--- src/hdl/bri_pkg.sv ---
// Shared types, constants and helper functions for the banked register file
// with exception entry and interrupt control. No dependencies.
`default_nettype none

package bri_pkg;

	localparam int unsigned DATA_W = 32;
	localparam int unsigned PHYS_N = 31;  // 16 user + 7 fast + 4 x 2 exception banks
	localparam int unsigned PHYS_W = 5;
	localparam int unsigned SAVED_N = 5;

	localparam logic [31:0] RESET_VECTOR = 32'hFFFF_0000;
	localparam logic [31:0] PC_RESET = RESET_VECTOR + 32'd4;
	localparam logic [31:0] STATUS_RESET = 32'h0000_00D3;
	localparam logic [31:0] MASK_MAIN = 32'h003F_3F7F;
	localparam logic [31:0] MASK_LEGACY = 32'h0000_3FFF;
	localparam logic [31:0] MASK_SECOND = 32'h01FF_3FFF;

	localparam logic [4:0] MODE_USR = 5'h10;
	localparam logic [4:0] MODE_FIQ = 5'h11;
	localparam logic [4:0] MODE_IRQ = 5'h12;
	localparam logic [4:0] MODE_SVC = 5'h13;
	localparam logic [4:0] MODE_ABT = 5'h17;
	localparam logic [4:0] MODE_UND = 5'h1B;
	localparam logic [4:0] MODE_SYS = 5'h1F;

	localparam logic [2:0] VEC_IRQ = 3'd6;

	typedef enum logic [3:0] {
		OP_READ    = 4'd0,
		OP_WRITE   = 4'd1,
		OP_STATUS  = 4'd2,
		OP_RAISE   = 4'd3,
		OP_MASTER  = 4'd4,
		OP_ENABLE  = 4'd5,
		OP_ACK     = 4'd6,
		OP_EXCEPT  = 4'd7,
		OP_SERVICE = 4'd8
	} op_t;

	typedef enum logic [1:0] {
		CFG_CORE_SELECT    = 2'd0,
		CFG_LEGACY_MODE    = 2'd1,
		CFG_EXCEPTION_BASE = 2'd2
	} cfg_idx_t;

	typedef enum logic [2:0] {
		BANK_USER  = 3'd0,
		BANK_FAST  = 3'd1,
		BANK_IRQ   = 3'd2,
		BANK_SUPER = 3'd3,
		BANK_ABORT = 3'd4,
		BANK_UNDEF = 3'd5
	} bank_t;

	typedef struct packed {
		logic              en;
		logic [PHYS_W-1:0] addr;
		logic [31:0]       data;
	} bri_wr_t;

	typedef struct packed {
		logic  known;
		bank_t bank;
	} mode_dec_t;

	// Physical slot of an architectural register in the given bank.
	// Layout: user 0..15, fast 16..22, irq 23..24, super 25..26,
	// abort 27..28, undefined 29..30.
	function automatic logic [PHYS_W-1:0] phys_index(bank_t bank, logic [3:0] idx);
		logic [PHYS_W-1:0] r;
		logic              hi;
		r = {1'b0, idx};
		hi = (idx == 4'd13) || (idx == 4'd14);
		case (bank)
			BANK_FAST: begin
				if (idx >= 4'd8 && idx <= 4'd14) r = {1'b0, idx} + 5'd8;
			end
			BANK_IRQ: begin
				if (hi) r = {1'b0, idx} + 5'd10;
			end
			BANK_SUPER: begin
				if (hi) r = {1'b0, idx} + 5'd12;
			end
			BANK_ABORT: begin
				if (hi) r = {1'b0, idx} + 5'd14;
			end
			BANK_UNDEF: begin
				if (hi) r = {1'b0, idx} + 5'd16;
			end
			default: r = {1'b0, idx};
		endcase
		return r;
	endfunction

	function automatic mode_dec_t decode_mode(logic [4:0] m);
		mode_dec_t d;
		d.known = 1'b1;
		d.bank = BANK_USER;
		case (m)
			MODE_USR, MODE_SYS: d.bank = BANK_USER;
			MODE_FIQ: d.bank = BANK_FAST;
			MODE_IRQ: d.bank = BANK_IRQ;
			MODE_SVC: d.bank = BANK_SUPER;
			MODE_ABT: d.bank = BANK_ABORT;
			MODE_UND: d.bank = BANK_UNDEF;
			default: d.known = 1'b0;
		endcase
		return d;
	endfunction

	// Mode entered by each exception vector.
	function automatic logic [4:0] vector_mode(logic [2:0] vec);
		logic [4:0] m;
		case (vec)
			3'd0: m = MODE_SVC;
			3'd1: m = MODE_UND;
			3'd2: m = MODE_SVC;
			3'd3: m = MODE_ABT;
			3'd4: m = MODE_ABT;
			3'd5: m = MODE_SVC;
			3'd6: m = MODE_IRQ;
			default: m = MODE_FIQ;
		endcase
		return m;
	endfunction

endpackage

`default_nettype wire

--- src/hdl/bri_regfile.sv ---
// Physical register storage for all banks: one banked read port, one
// general write port and a dedicated program counter write port. Uses bri_pkg.
`default_nettype none

module bri_regfile (
	input  wire logic                          clk,
	input  wire logic                          arst_n,
	input  wire logic [bri_pkg::PHYS_W-1:0]    rd_addr,
	output logic [31:0]                        rd_data,
	output logic [31:0]                        pc,
	input  wire bri_pkg::bri_wr_t              wr,
	input  wire logic                          pc_wr_en,
	input  wire logic [31:0]                   pc_wr_data
);
	import bri_pkg::*;

	localparam logic [PHYS_W-1:0] PC_SLOT = 5'd15;

	logic [31:0] regs_q [PHYS_N];

	always_ff @(posedge clk or negedge arst_n) begin
		if (!arst_n) begin
			for (int i = 0; i < PHYS_N; i++) begin
				regs_q[i] <= (i == int'(PC_SLOT)) ? PC_RESET : 32'b0;
			end
		end else begin
			if (wr.en) begin
				regs_q[wr.addr] <= wr.data;
			end
			if (pc_wr_en) begin
				regs_q[PC_SLOT] <= pc_wr_data;
			end
		end
	end

	assign rd_data = regs_q[rd_addr];
	// The program counter is never banked.
	assign pc = regs_q[PC_SLOT];

endmodule

`default_nettype wire

--- src/hdl/banked_registers_exception_irq.sv ---
// A command is captured in the input register and then written to the state and
// result registers, where done marks it; one command is taken in every cycle and busy
// stays low. Reset clears the valid bits, the register file, the state and
// configuration registers to their architectural reset values at once, but not the
// payload of the input and result registers; the result strobe cannot be stalled.
`default_nettype none

module banked_registers_exception_irq (
	input  wire logic        clk,
	input  wire logic        arst_n,
	input  wire logic        start,
	output logic             busy,
	input  wire logic [3:0]  operation,
	input  wire logic [3:0]  reg_index,
	input  wire logic [31:0] value,
	input  wire logic [31:0] mask,
	input  wire logic        save_status,
	input  wire logic [2:0]  vector_index,
	input  wire logic [4:0]  irq_line,
	output logic             done,
	output logic [31:0]      read_data,
	output logic [31:0]      status_word,
	output logic [31:0]      saved_word,
	output logic             has_saved,
	output logic             irq_request,
	output logic [1:0]       irq_delay,
	output logic             wake,
	output logic             exception_taken,
	output logic             mode_error,
	output logic [31:0]      enable_word,
	output logic [31:0]      flag_word,
	input  wire logic        psel,
	input  wire logic        penable,
	input  wire logic        pwrite,
	input  wire logic [3:0]  paddr,
	input  wire logic [31:0] pwdata,
	output logic [31:0]      prdata,
	output logic             pready
);
	import bri_pkg::*;

	// Configuration registers.
	logic        core_sel_q;
	logic        legacy_q;
	logic [31:0] exc_base_q;
	cfg_idx_t    cfg_idx;

	// Input stage.
	logic        v_s1;
	logic [3:0]  op_s1;
	logic [3:0]  ridx_s1;
	logic [31:0] val_s1;
	logic [31:0] msk_s1;
	logic        save_s1;
	logic [2:0]  vec_s1;
	logic [4:0]  line_s1;

	// Architectural state outside the register file.
	logic [31:0] status_q;
	bank_t       bank_q;
	logic        me_q;
	logic [31:0] en_q;
	logic [31:0] flag_q;
	logic [31:0] saved_q [SAVED_N];

	// Result stage.
	logic        done_s2;
	logic [31:0] rd_s2;
	logic        req_s2;
	logic [1:0]  delay_s2;
	logic        wake_s2;
	logic        taken_s2;
	logic        merr_s2;

	// Datapath.
	op_t               op;
	logic [PHYS_W-1:0] rd_addr;
	logic [31:0]       rd_data;
	logic [31:0]       pc;
	bri_wr_t           wr;
	logic              pc_wr_en;
	logic [31:0]       pc_wr_data;
	logic              irq_rdy;
	logic              exc;
	logic [2:0]        exc_vec;
	logic              sw_en;
	logic              sw_save;
	logic [31:0]       sw_val;
	mode_dec_t         mdec;
	logic              mode_chg;
	bank_t             bank_n;
	logic              has_saved_n;
	logic [2:0]        sidx_n;
	logic              saved_wr;
	logic [31:0]       saved_after;
	logic [31:0]       status_n;
	logic              me_n;
	logic [31:0]       en_n;
	logic [31:0]       flag_n;
	logic [31:0]       core_mask;
	logic [31:0]       en_mask;
	logic              req;
	logic              wk;
	logic              merr;
	logic [31:0]       exc_base;
	logic [2:0]        cur_sidx;

	bri_regfile u_regfile (
		.clk        (clk),
		.arst_n     (arst_n),
		.rd_addr    (rd_addr),
		.rd_data    (rd_data),
		.pc         (pc),
		.wr         (wr),
		.pc_wr_en   (pc_wr_en),
		.pc_wr_data (pc_wr_data)
	);

	// Configuration port.
	assign pready = 1'b1;
	assign cfg_idx = cfg_idx_t'(paddr[3:2]);

	always_ff @(posedge clk or negedge arst_n) begin
		if (!arst_n) begin
			core_sel_q <= 1'b0;
			legacy_q <= 1'b0;
			exc_base_q <= RESET_VECTOR;
		end else if (psel && penable && pwrite && pready) begin
			case (cfg_idx)
				CFG_CORE_SELECT: core_sel_q <= pwdata[0];
				CFG_LEGACY_MODE: legacy_q <= pwdata[0];
				CFG_EXCEPTION_BASE: exc_base_q <= pwdata;
				default: ;
			endcase
		end
	end

	always_comb begin
		case (cfg_idx)
			CFG_CORE_SELECT: prdata = {31'b0, core_sel_q};
			CFG_LEGACY_MODE: prdata = {31'b0, legacy_q};
			CFG_EXCEPTION_BASE: prdata = exc_base_q;
			default: prdata = '0;
		endcase
	end

	// Input register.
	assign busy = 1'b0;

	always_ff @(posedge clk or negedge arst_n) begin
		if (!arst_n) begin
			v_s1 <= 1'b0;
		end else begin
			v_s1 <= start && !busy;
		end
	end

	always_ff @(posedge clk) begin
		if (start && !busy) begin
			op_s1 <= operation;
			ridx_s1 <= reg_index;
			val_s1 <= value;
			msk_s1 <= mask;
			save_s1 <= save_status;
			vec_s1 <= vector_index;
			line_s1 <= irq_line;
		end
	end

	// Command execution.
	assign op = op_t'(op_s1);
	assign rd_addr = phys_index(bank_q, ridx_s1);
	assign irq_rdy = me_q && ((en_q & flag_q) != '0) && !status_q[7];
	assign exc = (op == OP_EXCEPT) || ((op == OP_SERVICE) && irq_rdy);
	assign exc_vec = (op == OP_EXCEPT) ? vec_s1 : VEC_IRQ;
	assign sw_en = (op == OP_STATUS) || exc;
	assign sw_save = exc ? 1'b1 : save_s1;
	assign sw_val = exc ? ((status_q & ~32'h3F) | 32'h80 | {27'b0, vector_mode(exc_vec)})
	                    : val_s1;

	// Mode switch on a status write; an unknown new mode keeps the bank.
	assign mdec = decode_mode(sw_val[4:0]);
	assign mode_chg = sw_en && (sw_val[4:0] != status_q[4:0]);
	assign bank_n = (mode_chg && mdec.known) ? mdec.bank : bank_q;
	assign merr = (op == OP_STATUS) && mode_chg && !mdec.known;
	assign has_saved_n = (bank_n != BANK_USER);
	assign sidx_n = 3'(bank_n) - 3'd1;
	assign saved_wr = sw_en && sw_save && has_saved_n;
	assign saved_after = saved_wr ? status_q : saved_q[sidx_n];
	assign status_n = sw_en ? sw_val : status_q;

	assign exc_base = core_sel_q ? 32'b0 : exc_base_q;
	assign core_mask = !core_sel_q ? MASK_MAIN : (legacy_q ? MASK_LEGACY : MASK_SECOND);
	assign en_mask = msk_s1 & core_mask;

	always_comb begin
		me_n = me_q;
		en_n = en_q;
		flag_n = flag_q;
		req = 1'b0;
		wk = 1'b0;
		case (op)
			OP_STATUS: req = me_q && ((en_q & flag_q) != '0) && !sw_val[7];
			OP_RAISE: begin
				flag_n = flag_q | (32'b1 << line_s1);
				if ((en_q & flag_n) != '0) begin
					if (me_q && !status_q[7]) req = 1'b1;
					else if (me_q || core_sel_q) wk = 1'b1;
				end
			end
			OP_MASTER: begin
				me_n = val_s1[0];
				req = val_s1[0] && ((en_q & flag_q) != '0) && !status_q[7];
			end
			OP_ENABLE: begin
				en_n = (en_q & ~en_mask) | (val_s1 & en_mask);
				req = me_q && ((en_n & flag_q) != '0) && !status_q[7];
			end
			OP_ACK: flag_n = flag_q & ~(val_s1 & msk_s1);
			OP_SERVICE: wk = irq_rdy;
			default: ;
		endcase
	end

	// Register file writes: a plain register write, or the link register of
	// the entered bank plus the realigned program counter on exception entry.
	always_comb begin
		wr.en = 1'b0;
		wr.addr = rd_addr;
		wr.data = val_s1;
		if (v_s1 && (op == OP_WRITE)) begin
			wr.en = 1'b1;
		end else if (v_s1 && exc) begin
			wr.en = 1'b1;
			wr.addr = phys_index(bank_n, 4'd14);
			wr.data = pc + {30'b0, saved_after[5], 1'b0};
		end
	end

	assign pc_wr_en = v_s1 && exc;
	assign pc_wr_data = {exc_base[31:2], 2'b00} + {27'b0, exc_vec, 2'b00} + 32'd4;

	always_ff @(posedge clk or negedge arst_n) begin
		if (!arst_n) begin
			status_q <= STATUS_RESET;
			bank_q <= BANK_SUPER;
			me_q <= 1'b0;
			en_q <= '0;
			flag_q <= '0;
			for (int i = 0; i < SAVED_N; i++) begin
				saved_q[i] <= '0;
			end
		end else if (v_s1) begin
			status_q <= status_n;
			bank_q <= bank_n;
			me_q <= me_n;
			en_q <= en_n;
			flag_q <= flag_n;
			if (saved_wr) begin
				saved_q[sidx_n] <= status_q;
			end
		end
	end

	// Result register.
	always_ff @(posedge clk or negedge arst_n) begin
		if (!arst_n) begin
			done_s2 <= 1'b0;
		end else begin
			done_s2 <= v_s1;
		end
	end

	always_ff @(posedge clk) begin
		if (v_s1) begin
			rd_s2 <= (op == OP_READ) ? rd_data : 32'b0;
			req_s2 <= req;
			delay_s2 <= (req && core_sel_q && !legacy_q) ? 2'd2 : 2'd1;
			wake_s2 <= wk;
			taken_s2 <= exc;
			merr_s2 <= merr;
		end
	end

	// The state registers already hold the outcome of the transfer shown by done.
	assign cur_sidx = 3'(bank_q) - 3'd1;

	assign done = done_s2;
	assign read_data = rd_s2;
	assign irq_request = req_s2;
	assign irq_delay = delay_s2;
	assign wake = wake_s2;
	assign exception_taken = taken_s2;
	assign mode_error = merr_s2;
	assign status_word = status_q;
	assign has_saved = (bank_q != BANK_USER);
	assign saved_word = (bank_q != BANK_USER) ? saved_q[cur_sidx] : 32'b0;
	assign enable_word = en_q;
	assign flag_word = flag_q;

endmodule

`default_nettype wire

--- config.mk ---
export PLATFORM = sky130hd
export DESIGN_NAME = banked_registers_exception_irq
export DESIGN_NICKNAME = d
export VERILOG_FILES = /design/src/hdl/bri_pkg.sv /design/src/hdl/bri_regfile.sv /design/src/hdl/banked_registers_exception_irq.sv
export SDC_FILE = /design/constraint.sdc
export NUM_CORES = 2
export LEC_CHECK = 0
export BUFFER_PORTS_ARGS = -buffer_cell sky130_fd_sc_hd__buf_2
export CAP_MARGIN = 20
export CORE_MARGIN = 2
export CORE_UTILIZATION = 35
export CTS_CLUSTER_SIZE = 14
export DETAILED_ROUTE_END_ITERATION = 8
export PLACE_DENSITY = 0.54
export SYNTH_ARGS = -nofsm -noshare
export SYNTH_HDL_FRONTEND = slang
export SYNTH_SLANG_ARGS = --single-unit
--- constraint.sdc ---
create_clock -name clk -period 6.7 [get_ports clk]
set_input_delay 0.67 -clock clk [delete_from_list [all_inputs] [get_ports clk]]
set_output_delay 0.67 -clock clk [all_outputs]
set_load 0.01 [all_outputs]
* Word level (Yosys, flattened, before mapping)
Index checks and enable logic that the tools add are counted.
** Operators by class
- Order comparisons :: 8
- Reduce and logical (&&, ||, !) cells :: 53
- Bitwise operators :: 17
- Add/subtract/negate cells :: 10
- Shift operators :: 1
- Equality and inequality tests :: 36
- Multiplexer cells :: 49
** Operators by type and width (count)
- $bwmux 992 :: 1
- $mux 512 :: 1
- $mux 32 :: 10
- $and 32x32->32 :: 7
- $bmux 32 s3 :: 2
- $bmux 32 s5 :: 1
- $bwmux 160 :: 1
- $demux 32 s5 :: 1
- $demux 32 s3 :: 1
- $pmux 32 s3 :: 1
- $reduce_bool 32->1 :: 3
- $not 32->32 :: 2
- $or 32x32->32 :: 2
- $pmux 32 s2 :: 1
- $mux 25 :: 2
- $pmux 5 s5 :: 2
- $mux 38 :: 1
- $mux 37 :: 1
- $eq 5x5->1 const B :: 7
- $add 32x2->32 :: 1
- $add 32x3->32 const B :: 1
- $add 32x5->32 :: 1
- $and 32x25->32 :: 1
- $or 32x5->32 :: 1
- other kinds (42) :: 122
** Word-level totals
- Logic and storage cells :: 233
- Output and inout bits :: 202
- Register bits :: 1407
- Input bits :: 123

* Logic depth before layout (Yosys ltp)
- Depth after elaboration :: 29
- Depth in mapped cells :: 27
- Mapped depth without buffers :: 23

* Hierarchy
Synthesis repeated with hierarchy kept, for this count alone.
** Unflattened totals
- Cell total of the unflattened synthesis :: 4947
- Area, all modules :: 66104.6 um2
** By module, submodules not included
- bri_regfile :: cells each 3260, area each 45768.9 um2, sequential area each 24845.1 um2, instances 1
- banked_registers_exception_irq :: cells each 1687, area each 20335.8 um2, sequential area each 10784.1 um2, instances 1

* Least setup slack after synthesis
Ideal clock, no wire load.
- Path type :: register to register
- Start :: register flag_q[2] (netlist: flag_word[2])
- End :: register u_regfile.regs_q[569] (netlist bit)
- Required time :: 6572 ps
- Period minus slack after synthesis :: 5389 ps
- Slack :: 1311 ps
- Arrival :: 5261 ps
- Cell stages (with the launch flop) :: 26
- Library setup time :: 128 ps
- Path buffers :: 2
- Path through :: dfrtp_1 -> a22o_1 -> a221oi_1 -> and3_1 -> nand4_2 -> a211o_1 -> a211o_1 -> o211a_1 -> nor2_4 -> ha_1 -> xnor2_1 -> a21boi_0 -> o22ai_1 -> o21ai_0 -> ha_1 -> ha_1 -> and3_1 -> clkbuf_1 -> nand2_1 -> nor2_1 -> nand4_1 -> nor3_1 -> xnor2_1 -> o21ai_0 -> clkbuf_1 -> mux2_1
** Between the ends
- Longest elaborated chain between the ends :: 22
- Elaborated cells on any way between the ends :: 50
- Classes of those cells :: add/sub (2); order compare (2); eq/ne (13); mux (16); bitwise (3); reduce/logical (14)
** RTL lines
- from (decl) :: line banked_registers_exception_irq.sv:63 : logic [31:0] flag_q;
- from (signal assigned) :: line banked_registers_exception_irq.sv:258 : flag_q <= flag_n;
- $and 32x32->32 (*) :: line banked_registers_exception_irq.sv:173 : assign irq_rdy = me_q && ((en_q & flag_q) != '0) && !status_q[7];
- $reduce_bool 32->1 (*) :: line banked_registers_exception_irq.sv:173
- $logic_and 1x1->1 (*) (2 in series) :: line banked_registers_exception_irq.sv:173
- $logic_and 1x1->1 (*) :: line banked_registers_exception_irq.sv:174 : assign exc = (op == OP_EXCEPT) || ((op == OP_SERVICE) && irq_rdy);
- $logic_or 1x1->1 (*) :: line banked_registers_exception_irq.sv:174
- $mux 32 :: line banked_registers_exception_irq.sv:178 : assign sw_val = exc ? ((status_q & ~32'h3F) | 32'h80 | {27'b0, vector_mode(exc_vec)})
- $eq 5x5->1 :: line bri_pkg.sv:100 : case (m)
- $reduce_or 7->1 (no source line)
- [5 not listed]
- $bmux 32 s3 / $mux 38 (equally long branches) :: line banked_registers_exception_irq.sv:189, banked_registers_exception_irq.sv:233
- $mux 6 (not written as such) / $mux 37 (equally long branches) :: line banked_registers_exception_irq.sv:189, banked_registers_exception_irq.sv:231
- $mux 6 (not written as such) / $not 5->6 (equally long branches) :: line banked_registers_exception_irq.sv:189, bri_regfile.sv:28
- $mux 6 (tied with other cells) :: line banked_registers_exception_irq.sv:189 : assign saved_after = saved_wr ? status_q : saved_q[sidx_n];
- $add 32x2->32 / $logic_and 1x1->1 (equally long branches) :: line banked_registers_exception_irq.sv:236, bri_regfile.sv:28
- $mux 38 (*) :: line banked_registers_exception_irq.sv:233 : end else if (v_s1 && exc) begin
- $mux 37 / $demux 32 s5 (equally long branches) :: line banked_registers_exception_irq.sv:231, bri_regfile.sv:28
- $bwmux 992 :: line bri_regfile.sv:28 : regs_q[wr.addr] <= wr.data;
- to (signal, indexed assignment) :: line bri_regfile.sv:24 : regs_q[i] <= (i == int'(PC_SLOT)) ? PC_RESET : 32'b0;
- to (signal, indexed assignment) :: line bri_regfile.sv:28
- to (signal, indexed assignment) :: line bri_regfile.sv:31 : regs_q[PC_SLOT] <= pc_wr_data;
- to (decl) :: line bri_regfile.sv:19 : logic [31:0] regs_q [PHYS_N];
Every way passes the cells marked *; elsewhere a longest branch is shown, timed or not. The select of a mux whose other input is x is not followed.
A chain may end at the register's enable or synchronous reset.

* Final worst setup path
- Start :: register flag_q[17] (netlist: flag_word[17])
- End :: register u_regfile.regs_q[924] (netlist bit)
The elaborated chain is that of the path after synthesis.

==> results.cfg <==
[status]
status = complete, no violations

[floorplan]
dieWidth_um = 437
rows = 158
coreArea_um2 = 186000
start_util = 0.353
dieArea_um2 = 191000
boundaryPins = 325
die_height_um = 437

[route]
wire_per_inst_um = 24.8
drcViolationCount = 0
drt-initial-drc-count = 2926
vias_per_cell = 5.43
ant_nets = 0
wl_um = 189000
num_vias = 41400
firstDrtPassIters = 5

[pwr]
leakagePower_nw = 35.1
vdd_drop_max_uv = 319
power-per-cell-area_nw_per_um2 = 316
total_power_w = 0.0242

[sta]
finalHoldViolations = 0
relSlewSlack = 0.272
final.period_utilization = 0.925
worst_pin_slew_ps = 1090
fin_skew_ps = 44.5
min_period_ps = 6190
clock.fmax_mhz = 161
final-max-slew-violation-count = 0
rsz0062_at_grt = no
setup_viol = 0
tns_ps = 0

[clocking]
cts_tree = built
clk_pin_slew_ps = 60
clock_path_buffers = 3
insertion_delay_ps = 820
cts_setup_buffers = 0
cts_root_buf = clkbuf_16
h-tree-depth = 4
cts_inserted_buffers = 156
clock_sinks = 1398

[worst_setup_path]
worstSetupEndpointType = flip-flop
reg2regPathDepth = 26
crit_type = flip-flop to flip-flop
r2r_setup_slack_ps = 510
cp_max_fo = 30
cp_top_family = compound AO/OA/AOI/OAI gates
worst_path_max_delay_cell = dfrtp_1
start_kind = flip-flop
arrival_ps = 6860
slowest_delay_ps = 450
worstPathRequired_ps = 7360
critPathBufInv = 4
worst-path-stages = 26
cp_common_cell = o21ai_2

[run]
drv_cap = 0

[yosys]
synthDistinctLibCells = 87
synth.yosys.seq_area_share = 0.544
async_flop_share = 0.915
synth_xor_area_frac = 0.00803
synth_fa_ha_area_frac = 0.00489
synthTopCellsByArea = dfrtp_1 (47%), mux2_2 (19%), mux4_2 (8.8%), edfxtp_1 (5.5%), mux2_1 (2.2%)
synthCells = 4723
synthFlopType = dfrtp_1
ys_warn_count = 0
yosysTopAreaCell = dfrtp_1
syn_area_per_cell_um2 = 13.9
synth.cell_area_um2 = 65500
synth_edf_count = 119
synthSimpleGateAreaFrac = 0.0559
synth.area.mux_share = 0.304
synth_top_area_share = 0.473
synth_top_family_by_area = multiplexers
synth_compound_gate_area_share = 0.0544
synth_seq_cells = 1398

[global_routing]
grt_max_degree = 188
antenna_found_initial = 11
grt_pass1_vias = 42900
grt_util_all_layers = 0.198
globalRouteOverflowTotal = 0
grt_pass1_wl_um = 287000

[final_layout]
areaGrowthSynthToFinish_pct = 17.2
fin_nets = 5167
final_common_cell = dfrtp_1
fin_cells = 7632
most-common-layout-cells = dfrtp_1 (1238), mux2_2 (1098), nand2_1 (355), buf_2 (309), mux4_2 (256)
drive_gt1_frac = 0.429

[placed_design]
gp_congestion = 0.931
io_buffers = 311
dpl.cell_count = 7271
dp_hpwl_um = 118000

[min_path]
hold_path_depth = 1
hold_path_class = primary input to flip-flop
[report_power, final]
part | switching (W) | internal, W | total [W] | leakage [nW]
Sequential | 0.00100 | 0.00981 | 0.0108 | 18.6
Clock | 0.00375 | 0.00523 | 0.00898 | 2.66
Combinational | 0.00236 | 0.00208 | 0.00444 | 13.9
Total | 0.00712 | 0.0171 | 0.0242 | 35.1
[metrics by stage]
step	util	setup slack, ps	area [µm²]	hold WS, ps
final	0.413	505	76700	54.8
after global routing	0.413	106	76700	13.3
after CTS	0.413	196	76700	0.678
after detailed placement	0.380	-77.1	70500	423
after global placement	0.380	-15.5	70500	412
after floorplan	-	1310	65500	374
[kinds of logic (layout without fill, tap and decap cells)]
logic type,after synthesis,count (layout)
simple gates,767,767
fa+ha+maj,25,25
other cells,2,14
mux,1517,1517
xor+xnor,60,60
flops,1398,1398
compound gates,514,514
buf+inv,440,857
[Yosys cell counts (all sizes together), types with 9 or more instances]
library cell and number:
a211oi 68, a22oi 51, mux2 1224, a21o 9, and2 72, and3 15
nand3 46, mux4 256, edfxtp 119, or3 11, nand4 19, a31oi 50
nor4 11, a22o 11, a311o 64, a21oi 95, ha 24, xor2 24
inv 29, clkbuf 269, nor2b 14, mux2i 37, nand2 357, xnor2 36
buf 142, o21ai 100, nor2 137, nand2b 17, dfstp 40, dfrtp 1239
o22ai 14, nor3 38
[worst paths after layout]
| kind | start | endpoint |
|---|---|---|
| max in group asynchronous | arst_n | u_regfile.regs_q[21]$_DFFE_PN0P_ |
| setup reg to reg | flag_word[17]$_DFFE_PN0P_ | u_regfile.regs_q[924]$_DFFE_PN0P_ |
| hold / removal | mask[6] | msk_s1[6]$_DFFE_PP_ |
| hold reg to reg | msk_s1[30]$_DFFE_PP_ | flag_word[30]$_DFFE_PN0P_ |
| setup / recovery | flag_word[17]$_DFFE_PN0P_ | u_regfile.regs_q[924]$_DFFE_PN0P_ |
| min in group asynchronous | arst_n | exc_base_q[12]$_DFFE_PN0P_ |
[final cells by class]
cell class	instances	area, µm²
Fill cell	17200	109000
Clock inverter	67	992
Timing Repair Buffer	540	3930
Inverter	29	109
Tap cell	2480	3100
Antenna cell	3	7.51
Sequential cell	1398	35600
Multi-Input combinational cell	2894	28500
Clock buffer	221	4460
[timing repair]
item                       CTS  global route
hold buffers                70             0
hold endpoints to repair   185             0
setup endpoints to repair   79           414
resized for setup            2             5
pin swaps                    0             0
[routing by layer]
| layer | up-vias | track usage | wire length, µm |
|---|---|---|---|
| li1 | 18000 | - | - |
| met1 | 22200 | 0.277 | 86200 |
| met2 | 922 | 0.318 | 90100 |
| met3 | 297 | 0.0287 | 7750 |
| met4 | 2 | 0.0613 | 5210 |
| met5 | - | 0 | 13 |
[flip-flops by register name (all words and copies together), names as in the netlist, 2 cells and up]
signal,count
u_regfile.regs_q,960
saved_q,160
exc_base_q,32
flag_word,32
msk_s1,32
read_data,32
status_word,32
u_regfile.pc,32
val_s1,32
enable_word,23
line_s1,5
op,4
ridx_s1,4
bank_q,3
vec_s1,3
irq_delay,2
Note: power is estimated with default switching activity, not from simulation.
